`src/hdl/aob_pkg.sv`:
```
// Package for the alpha-over blend block: widths, latency figures, token types
// and the divide-by-255 helper used by the front end.
// Depends on nothing.
package aob_pkg;

	localparam int unsigned PIX_W        = 8;
	localparam int unsigned NUM_CH       = 3;
	localparam int unsigned NUM_CELLS    = PIX_W;
	localparam int unsigned FRONT_STAGES = 3;
	localparam int unsigned LATENCY      = FRONT_STAGES + NUM_CELLS;

	localparam logic [PIX_W-1:0] CH_MAX  = 8'hFF;
	localparam logic [PIX_W-1:0] CH_ZERO = 8'h00;

	// Reciprocal of 255 scaled by 2^24, exact for dividends below 2^24 - 1.
	localparam logic [16:0] RECIP_255 = 17'd65793;

	typedef logic [PIX_W-1:0] chan_t;

	typedef struct packed {
		chan_t                  alpha;
		chan_t [NUM_CH-1:0]     col;
	} pix_t;

	typedef struct packed {
		logic                   valid;
		chan_t                  alpha;
		chan_t                  dvsr;
		chan_t [NUM_CH-1:0]     rem;
		chan_t [NUM_CH-1:0]     low;
	} div_tok_t;

	function automatic logic [15:0] div255(input logic [23:0] x);
		logic [41:0] prod;
		prod = ({1'b0, x} + 25'd1) * RECIP_255;
		return prod[39:24];
	endfunction

endpackage

```
`src/hdl/alpha_over_blend.sv`:
```
// Alpha-over blend top level: front end followed by a row of divider cells.
// Depends on aob_pkg, aob_front and aob_div_cell.
//
// The block takes one pixel pair per clock whenever busy is low and returns the
// composited pixel from the last divider cell, marked by a one-cycle done strobe;
// results are not held, so the receiver must capture them on that cycle. The
// pipeline is three multiply stages that form the result alpha and the channel
// dividends, followed by eight divider cells that each retire one quotient bit for
// all three color channels. Busy is high only while reset is applied and for the
// first cycle after it; after that each cycle with start high is accepted.
module alpha_over_blend (
	input  logic       clk,
	input  logic       arst_n,
	input  logic       start,
	output logic       busy,
	input  logic [7:0] bottom_alpha,
	input  logic [7:0] bottom_red,
	input  logic [7:0] bottom_green,
	input  logic [7:0] bottom_blue,
	input  logic [7:0] top_alpha,
	input  logic [7:0] top_red,
	input  logic [7:0] top_green,
	input  logic [7:0] top_blue,
	output logic       done,
	output logic [7:0] out_alpha,
	output logic [7:0] out_red,
	output logic [7:0] out_green,
	output logic [7:0] out_blue
);

	logic              busy_q;
	logic              accept;
	aob_pkg::div_tok_t chain [aob_pkg::NUM_CELLS+1];

	always_ff @(posedge clk or negedge arst_n) begin
		if (!arst_n) begin
			busy_q <= 1'b1;
		end else begin
			busy_q <= 1'b0;
		end
	end

	assign busy   = busy_q;
	assign accept = start && !busy_q;

	aob_front u_front (
		.clk          (clk),
		.arst_n       (arst_n),
		.in_valid     (accept),
		.bottom_alpha (bottom_alpha),
		.bottom_red   (bottom_red),
		.bottom_green (bottom_green),
		.bottom_blue  (bottom_blue),
		.top_alpha    (top_alpha),
		.top_red      (top_red),
		.top_green    (top_green),
		.top_blue     (top_blue),
		.tok          (chain[0])
	);

	for (genvar i = 0; i < aob_pkg::NUM_CELLS; i++) begin : g_cell
		aob_div_cell u_cell (
			.clk     (clk),
			.arst_n  (arst_n),
			.tok_in  (chain[i]),
			.tok_out (chain[i+1])
		);
	end

	assign done      = chain[aob_pkg::NUM_CELLS].valid;
	assign out_alpha = chain[aob_pkg::NUM_CELLS].alpha;
	assign out_red   = chain[aob_pkg::NUM_CELLS].low[0];
	assign out_green = chain[aob_pkg::NUM_CELLS].low[1];
	assign out_blue  = chain[aob_pkg::NUM_CELLS].low[2];

	// Every accepted transaction produces exactly one strobe, a fixed time later.
	a_accept_to_done : assert property (@(posedge clk) disable iff (!arst_n)
		accept |-> ##(aob_pkg::LATENCY) done)
		else $error("accepted transaction did not produce a result");

	a_done_from_accept : assert property (@(posedge clk) disable iff (!arst_n)
		done |-> $past(accept, aob_pkg::LATENCY))
		else $error("result strobe without an accepted transaction");

	// An opaque top pixel passes through the divider chain unchanged.
	a_opaque_pass : assert property (@(posedge clk) disable iff (!arst_n)
		(accept && (top_alpha == aob_pkg::CH_MAX)) |-> ##(aob_pkg::LATENCY)
		((out_alpha == aob_pkg::CH_MAX) && (out_red == $past(top_red, aob_pkg::LATENCY))
		&& (out_blue == $past(top_blue, aob_pkg::LATENCY))))
		else $error("opaque top pixel was altered");

	// A transparent top pixel returns the bottom pixel unchanged.
	a_clear_pass : assert property (@(posedge clk) disable iff (!arst_n)
		(accept && (top_alpha == aob_pkg::CH_ZERO)) |-> ##(aob_pkg::LATENCY)
		((out_alpha == $past(bottom_alpha, aob_pkg::LATENCY))
		&& (out_green == $past(bottom_green, aob_pkg::LATENCY))))
		else $error("transparent top pixel did not pass the bottom pixel");

endmodule

```
`src/hdl/aob_div_cell.sv`:
```
// One restoring divider cell of the alpha-over blend block: retires one quotient
// bit for each color channel and hands its token to the next cell.
// Depends on aob_pkg.
module aob_div_cell (
	input  logic              clk,
	input  logic              arst_n,
	input  aob_pkg::div_tok_t tok_in,
	output aob_pkg::div_tok_t tok_out
);

	aob_pkg::div_tok_t nxt;
	aob_pkg::div_tok_t tok_q;
	logic [8:0]        trial [aob_pkg::NUM_CH];
	logic [8:0]        diff  [aob_pkg::NUM_CH];
	logic              ge    [aob_pkg::NUM_CH];

	always_comb begin
		nxt       = tok_in;
		for (int ch = 0; ch < aob_pkg::NUM_CH; ch++) begin
			trial[ch] = {tok_in.rem[ch], tok_in.low[ch][aob_pkg::PIX_W-1]};
			diff[ch]  = trial[ch] - {1'b0, tok_in.dvsr};
			ge[ch]    = trial[ch] >= {1'b0, tok_in.dvsr};
			nxt.rem[ch] = ge[ch] ? diff[ch][aob_pkg::PIX_W-1:0]
				: trial[ch][aob_pkg::PIX_W-1:0];
			nxt.low[ch] = {tok_in.low[ch][aob_pkg::PIX_W-2:0], ge[ch]};
		end
	end

	always_ff @(posedge clk or negedge arst_n) begin
		if (!arst_n) begin
			tok_q <= '0;
		end else begin
			tok_q <= nxt;
		end
	end

	assign tok_out = tok_q;

endmodule

```
`src/hdl/aob_front.sv`:
```
// Front end of the alpha-over blend block: three multiply stages that form the
// result alpha and the channel dividends, then load the first divider cell.
// Depends on aob_pkg.
module aob_front (
	input  logic              clk,
	input  logic              arst_n,
	input  logic              in_valid,
	input  logic [7:0]        bottom_alpha,
	input  logic [7:0]        bottom_red,
	input  logic [7:0]        bottom_green,
	input  logic [7:0]        bottom_blue,
	input  logic [7:0]        top_alpha,
	input  logic [7:0]        top_red,
	input  logic [7:0]        top_green,
	input  logic [7:0]        top_blue,
	output aob_pkg::div_tok_t tok
);

	aob_pkg::chan_t [aob_pkg::NUM_CH-1:0] bc;
	aob_pkg::chan_t [aob_pkg::NUM_CH-1:0] tc;
	aob_pkg::chan_t                       inv;
	logic                                 byp;
	aob_pkg::pix_t                        pix;

	logic                                 valid_s1;
	logic                                 byp_s1;
	aob_pkg::pix_t                        pix_s1;
	aob_pkg::chan_t                       ta_s1;
	aob_pkg::chan_t [aob_pkg::NUM_CH-1:0] bc_s1;
	logic [15:0]                          ba_inv_s1;
	logic [15:0]                          tcta_s1 [aob_pkg::NUM_CH];

	logic [15:0]                          q_ba;
	logic [8:0]                           ra_sum;
	aob_pkg::chan_t                       ra;
	logic [23:0]                          bprod [aob_pkg::NUM_CH];

	logic                                 valid_s2;
	logic                                 byp_s2;
	aob_pkg::pix_t                        pix_s2;
	aob_pkg::chan_t                       ra_s2;
	logic [15:0]                          tcta_s2 [aob_pkg::NUM_CH];
	logic [23:0]                          bprod_s2 [aob_pkg::NUM_CH];

	logic [16:0]                          num [aob_pkg::NUM_CH];

	logic                                 valid_s3;
	logic                                 byp_s3;
	aob_pkg::pix_t                        pix_s3;
	aob_pkg::chan_t                       ra_s3;
	logic [16:0]                          num_s3 [aob_pkg::NUM_CH];

	logic                                 sat [aob_pkg::NUM_CH];

	assign bc  = {bottom_blue, bottom_green, bottom_red};
	assign tc  = {top_blue, top_green, top_red};
	assign inv = aob_pkg::CH_MAX - top_alpha;
	assign byp = (top_alpha == aob_pkg::CH_MAX) || (top_alpha == aob_pkg::CH_ZERO);

	always_comb begin
		if (top_alpha == aob_pkg::CH_MAX) begin
			pix.alpha = top_alpha;
			pix.col   = tc;
		end else begin
			pix.alpha = bottom_alpha;
			pix.col   = bc;
		end
	end

	always_comb begin
		q_ba   = aob_pkg::div255({8'h00, ba_inv_s1});
		ra_sum = {1'b0, ta_s1} + {1'b0, q_ba[7:0]};
		ra     = (ra_sum > {1'b0, aob_pkg::CH_MAX}) ? aob_pkg::CH_MAX : ra_sum[7:0];
		for (int ch = 0; ch < aob_pkg::NUM_CH; ch++) begin
			bprod[ch] = {16'h0000, bc_s1[ch]} * {8'h00, ba_inv_s1};
		end
	end

	always_comb begin
		for (int ch = 0; ch < aob_pkg::NUM_CH; ch++) begin
			num[ch] = {1'b0, tcta_s2[ch]} + {1'b0, aob_pkg::div255(bprod_s2[ch])};
		end
	end

	always_ff @(posedge clk or negedge arst_n) begin
		if (!arst_n) begin
			valid_s1 <= 1'b0;
			valid_s2 <= 1'b0;
			valid_s3 <= 1'b0;
		end else begin
			valid_s1 <= in_valid;
			valid_s2 <= valid_s1;
			valid_s3 <= valid_s2;
		end
	end

	always_ff @(posedge clk) begin
		byp_s1    <= byp;
		pix_s1    <= pix;
		ta_s1     <= top_alpha;
		bc_s1     <= bc;
		ba_inv_s1 <= bottom_alpha * inv;
		for (int ch = 0; ch < aob_pkg::NUM_CH; ch++) begin
			tcta_s1[ch] <= tc[ch] * top_alpha;
		end

		byp_s2 <= byp_s1;
		pix_s2 <= pix_s1;
		ra_s2  <= ra;
		for (int ch = 0; ch < aob_pkg::NUM_CH; ch++) begin
			tcta_s2[ch]  <= tcta_s1[ch];
			bprod_s2[ch] <= bprod[ch];
		end

		byp_s3 <= byp_s2;
		pix_s3 <= pix_s2;
		ra_s3  <= ra_s2;
		for (int ch = 0; ch < aob_pkg::NUM_CH; ch++) begin
			num_s3[ch] <= num[ch];
		end
	end

	// A pass-through pixel divides by one. A channel whose quotient would pass
	// 255 starts with remainder dvsr-1 and all ones below, which yields 255.
	always_comb begin
		tok.valid = valid_s3;
		tok.alpha = byp_s3 ? pix_s3.alpha : ra_s3;
		tok.dvsr  = byp_s3 ? 8'd1 : ra_s3;
		for (int ch = 0; ch < aob_pkg::NUM_CH; ch++) begin
			sat[ch] = num_s3[ch][16:8] >= {1'b0, ra_s3};
			if (byp_s3) begin
				tok.rem[ch] = aob_pkg::CH_ZERO;
				tok.low[ch] = pix_s3.col[ch];
			end else if (sat[ch]) begin
				tok.rem[ch] = ra_s3 - 8'd1;
				tok.low[ch] = aob_pkg::CH_MAX;
			end else begin
				tok.rem[ch] = num_s3[ch][15:8];
				tok.low[ch] = num_s3[ch][7:0];
			end
		end
	end

endmodule
```
`config.mk`:
```
export PLATFORM = sky130hd
export DESIGN_NAME = alpha_over_blend
export DESIGN_NICKNAME = d
export VERILOG_FILES = /design/src/hdl/aob_pkg.sv /design/src/hdl/alpha_over_blend.sv /design/src/hdl/aob_div_cell.sv /design/src/hdl/aob_front.sv
export SDC_FILE = /design/constraint.sdc
export NUM_CORES = 2
export LEC_CHECK = 0
export BUFFER_PORTS_ARGS = -buffer_cell sky130_fd_sc_hd__buf_2
export CAP_MARGIN = 30
export CORE_MARGIN = 8
export CORE_UTILIZATION = 60
export CTS_BUF_LIST = sky130_fd_sc_hd__clkbuf_4 sky130_fd_sc_hd__clkbuf_8
export DETAILED_ROUTE_END_ITERATION = 7
export PLACE_DENSITY = 0.82
export SYNTH_ARGS = -nofsm -noshare
export SYNTH_HDL_FRONTEND = slang
export SYNTH_HIERARCHICAL = 1
export SYNTH_SLANG_ARGS = --single-unit
```
`constraint.sdc`:
```
create_clock -name clk -period 5.9 [get_ports clk]
set_input_delay 1.18 -clock clk [delete_from_list [all_inputs] [get_ports clk]]
set_output_delay 1.18 -clock clk [all_outputs]
set_load 0.01 [all_outputs]
```
==> flow_summary.html <==
<table>
<tr><th>Metric</th><th>Value</th></tr>
<tr><th colspan="2">Critical path</th></tr>
<tr><td>Reg2reg start</td><td>u_front/bprod_s2[0][52]</td></tr>
<tr><td>CP Data Arrival Time</td><td>around 6.9 ns</td></tr>
<tr><td>Crit path launch type</td><td>flip-flop</td></tr>
<tr><td>Worst flop-to-flop path endpoint</td><td>u_front/num_s3[0][48]</td></tr>
<tr><td>Worst R2R Setup Slack</td><td>-0.22 ns</td></tr>
<tr><td>Critical path peak fanout</td><td>3</td></tr>
<tr><td>Crit Path Class</td><td>reg2reg</td></tr>
<tr><td>Required time reported for the critical path endpoint</td><td>roughly 6.6 ns</td></tr>
<tr><td>Crit. End Element</td><td>flip-flop</td></tr>
<tr><td>Capture point of the worst path</td><td>u_front/num_s3[0][48]</td></tr>
<tr><td>Launching element of the worst setup path</td><td>u_front/bprod_s2[0][52]</td></tr>
<tr><td>Number of cells on the worst reg-to-reg path</td><td>27</td></tr>
<tr><th colspan="2">Layout</th></tr>
<tr><td>Post-route insts no fill</td><td>between 8000 and 9000</td></tr>
<tr><td>Syn-to-layout area delta</td><td>15.82%</td></tr>
<tr><td>Share of layout cells above drive strength 1</td><td>0.1999</td></tr>
<tr><td>Number of nets in the layout</td><td>approximately 8000</td></tr>
<tr><th colspan="2">Die</th></tr>
<tr><td>Die Width</td><td>around 340 um</td></tr>
<tr><td>I/O pin cnt</td><td>between 100 and 150</td></tr>
<tr><td>Placeable core region</td><td>approximately 0.11 mm2</td></tr>
<tr><td>Count of standard-cell rows</td><td>around 120</td></tr>
<tr><td>Height of the chip</td><td>~340 um</td></tr>
<tr><td>Total Die Area</td><td>between 0.1 and 0.15 mm2</td></tr>
<tr><td>Starting density of the core</td><td>0.6049</td></tr>
<tr><th colspan="2">Timing</th></tr>
<tr><td>Relative slew margins</td><td>0.4420</td></tr>
<tr><td>Max Clock Skew</td><td>0.04273 ns</td></tr>
<tr><td>Post-layout worst setup margin</td><td>-0.2157 ns</td></tr>
<tr><td>Number of setup violations in the final report</td><td>13</td></tr>
<tr><td>Post-route fraction of the period consumed by the critical path</td><td>1.037</td></tr>
<tr><td>Worst slew pin tran</td><td>approximately 0.84 ns</td></tr>
<tr><td>Max-slew violation total from the final report</td><td>0</td></tr>
<tr><td>Min cycle time layout</td><td>between 6 and 7 ns</td></tr>
<tr><td>Highest achievable clock rate</td><td>approximately 160 MHz</td></tr>
<tr><td>Final hold violations</td><td>0</td></tr>
<tr><td>RSZ-0062 raised after global routing</td><td>true</td></tr>
<tr><th colspan="2">Clock tree</th></tr>
<tr><td>Hold bufs inserted after CTS</td><td>0</td></tr>
<tr><td>Clock tree from TritonCTS</td><td>built</td></tr>
<tr><td>Number of buffers on the longest clock path</td><td>3</td></tr>
<tr><td>Cell at the root of the clock tree</td><td>sky130_fd_sc_hd__clkbuf_8</td></tr>
<tr><td>Clock latency reported for the late side of the worst-skew pair</td><td>0.86 ns</td></tr>
<tr><td>Cts bufs inserted</td><td>between 100 and 150</td></tr>
<tr><td>H-Tree Depth</td><td>4</td></tr>
<tr><td>Clock sink count</td><td>between 800 and 900</td></tr>
<tr><td>Clock-pin slew of the registers on the worst-case setup and hold paths</td><td>roughly 0.060 ns</td></tr>
<tr><th colspan="2">Synthesis</th></tr>
<tr><td>Warnings from Yosys</td><td>6</td></tr>
<tr><td>Post-synthesis instance area</td><td>between 0.06 and 0.07 mm2</td></tr>
<tr><td>Average cell area after synthesis</td><td>10.37 um2</td></tr>
<tr><td>Gate count after technology mapping</td><td>approximately 6100</td></tr>
<tr><td>Number of nets in the synthesized netlist</td><td>roughly 7500</td></tr>
<tr><th colspan="2">Place</th></tr>
<tr><td>HPWL after DPL</td><td>~120000 um</td></tr>
<tr><td>Placed insts</td><td>between 7000 and 8000</td></tr>
<tr><td>Placer's final routability congestion estimate</td><td>0.9332</td></tr>
<tr><td>Number of port buffers</td><td>100</td></tr>
<tr><th colspan="2">Outcome</th></tr>
<tr><td>Result of the run</td><td>finished with violations</td></tr>
<tr><td>Violations in the final reports</td><td>setup timing</td></tr>
<tr><th colspan="2">Job</th></tr>
<tr><td>MaxCap Viol Count</td><td>0</td></tr>
<tr><th colspan="2">Drt</th></tr>
<tr><td>WL final</td><td>157300 um</td></tr>
<tr><td>Via-to-Cell Ratio</td><td>about 5.7</td></tr>
<tr><td>Number of DRC markers in iteration 0</td><td>2979</td></tr>
<tr><td>Count of unresolved DRC violations after routing</td><td>0</td></tr>
<tr><td>Iteration count of the initial detailed-routing pass</td><td>6</td></tr>
<tr><td>Number of vias after detailed routing</td><td>46320</td></tr>
<tr><td>Detail Route Antenna Nets</td><td>0</td></tr>
<tr><td>Wirelength per Cell</td><td>19.35 um</td></tr>
<tr><th colspan="2">Global routing</th></tr>
<tr><td>First-pass GRT wire length</td><td>between 200000 and 250000 um</td></tr>
<tr><td>Pin count of the biggest net entering global routing</td><td>~130</td></tr>
<tr><td>Total global-route track usage</td><td>0.2567</td></tr>
<tr><td>Vias in the first global route</td><td>47870</td></tr>
<tr><td>Initial antenna violation count</td><td>14</td></tr>
<tr><td>Grt ovf</td><td>0</td></tr>
<tr><th colspan="2">Hold path</th></tr>
<tr><td>Path category of the worst min-delay check</td><td>reg2reg</td></tr>
</table>
-- cells in the final DEF, fill, tap and decap left out, types with 37 or more instances in the layout --
cell                       count
sky130_fd_sc_hd__nor2_1      239
sky130_fd_sc_hd__nor3_1      136
sky130_fd_sc_hd__xor2_1       66
sky130_fd_sc_hd__a211oi_1     43
sky130_fd_sc_hd__mux2_4      126
sky130_fd_sc_hd__mux2i_1      43
sky130_fd_sc_hd__buf_4       373
sky130_fd_sc_hd__fa_1        442
sky130_fd_sc_hd__inv_1       741
sky130_fd_sc_hd__xnor2_1     236
sky130_fd_sc_hd__o21a_1       71
sky130_fd_sc_hd__and2_1      320
sky130_fd_sc_hd__nand2b_1    114
sky130_fd_sc_hd__nand2_1     396
sky130_fd_sc_hd__nand3_1     104
sky130_fd_sc_hd__clkbuf_4     37
sky130_fd_sc_hd__clkbuf_8    185
sky130_fd_sc_hd__dfrtp_1     491
sky130_fd_sc_hd__ha_4         68
sky130_fd_sc_hd__o21ai_0      80
sky130_fd_sc_hd__o21ai_1      40
sky130_fd_sc_hd__nor2b_1      82
sky130_fd_sc_hd__a21o_1      115
sky130_fd_sc_hd__dfxtp_1     355
sky130_fd_sc_hd__ha_1        790
sky130_fd_sc_hd__a21oi_1     167
sky130_fd_sc_hd__buf_2        99
-- cell type report --
class | count | area, um2
Antenna cell | 9 | 22.52
Clock buffer | 222 | 2824
Clock inverter | 49 | 700.7
Fill cell | 7383 | 31510
Inverter | 754 | 2830
Multi-Input combinational cell | 4339 | 42100
Sequential cell | 874 | 19990
Tap cell | 1391 | 1740
Timing Repair Buffer | 489 | 3543
-- worst min-delay path by stage --
stage,from,endpoint,slack (ns),cells past startpoint
floorplan,u_front/byp_s1,u_front/byp_s2,0.31,0
finish,u_front/pix_s2[25],u_front/pix_s3[25],0.29,0
detailed placement,u_front/pix_s1[18],u_front/pix_s2[18],0.31,0
global placement,u_front/pix_s2[7],u_front/pix_s3[7],0.31,0
global route,u_front/pix_s2[25],u_front/pix_s3[25],0.29,0
CTS,u_front/pix_s2[25],u_front/pix_s3[25],0.28,0
-- registers in the layout, summed over array words and instances, names as in the netlist, 16 cells and up --
register               flops
g_cell.u_cell/tok_out    488
u_front/ba_inv_s1         16
u_front/bc_s1             24
u_front/bprod_s2          72
u_front/num_s3            51
u_front/pix_s1            32
u_front/pix_s2            32
u_front/pix_s3            32
u_front/tcta_s1           48
u_front/tcta_s2           48
-- timing repair --
item | CTS | global route
endpoints found under the hold margin | 0 | 0
resized for setup | 153 | 223
setup endpoints to repair | 29 | 33
buffers inserted | 60 | 36
pin swaps | 143 | 166
-- per-stage QoR --
stage	setup slack (ns)	TNS, ns	instance area, um2	utilization	hold WS (ns)
after floorplan	-0.01324	-0.01324	63780	-	0.3096
after global placement	-0.2774	-2.429	67360	0.6399	0.3104
after detailed placement	-0.4676	-5.194	67370	0.6400	0.3121
after CTS	-0.09320	-0.1800	72250	0.6863	0.2813
after global routing	-0.4413	-5.548	73740	0.7005	0.2949
final	-0.2157	-1.560	73760	0.7007	0.2880
-- routing by layer --
metal / up-vias / wire length (um) / global-route usage
li1: 21550 / - / -
met1: 22840 / 64320 / 0.3221
met2: 1453 / 77010 / 0.4367
met3: 472 / 8333 / 0.04016
met4: 8 / 7578 / 0.1154
met5: - / 53 / 0
-- worst max-delay path, stage by stage (launching register included) --
cell and delay [ns]:
sky130_fd_sc_hd__dfxtp_2 0.33, sky130_fd_sc_hd__and3_4 0.18, sky130_fd_sc_hd__and3_4 0.21, sky130_fd_sc_hd__and2_4 0.15, sky130_fd_sc_hd__and4_4 0.23, sky130_fd_sc_hd__xor2_4 0.18, sky130_fd_sc_hd__ha_4 0.23, sky130_fd_sc_hd__ha_4 0.16
sky130_fd_sc_hd__fa_1 0.51, sky130_fd_sc_hd__ha_4 0.30, sky130_fd_sc_hd__ha_4 0.19, sky130_fd_sc_hd__a2111o_1 0.44, sky130_fd_sc_hd__a211oi_2 0.29, sky130_fd_sc_hd__o21ai_2 0.12, sky130_fd_sc_hd__a21oi_2 0.23, sky130_fd_sc_hd__inv_1 0.08
sky130_fd_sc_hd__a21oi_2 0.19, sky130_fd_sc_hd__xnor2_1 0.11, sky130_fd_sc_hd__ha_1 0.35, sky130_fd_sc_hd__nor2b_4 0.18, sky130_fd_sc_hd__o21ai_2 0.07, sky130_fd_sc_hd__a21boi_2 0.19, sky130_fd_sc_hd__o211ai_1 0.15, sky130_fd_sc_hd__a21oi_2 0.19
sky130_fd_sc_hd__nor2_1 0.06, sky130_fd_sc_hd__a211o_1 0.28, sky130_fd_sc_hd__o211a_1 0.26, sky130_fd_sc_hd__xnor2_1 0.13
Power is not shown: default switching activity piles up to over one toggle a cycle in this logic, so the estimate is an artifact.
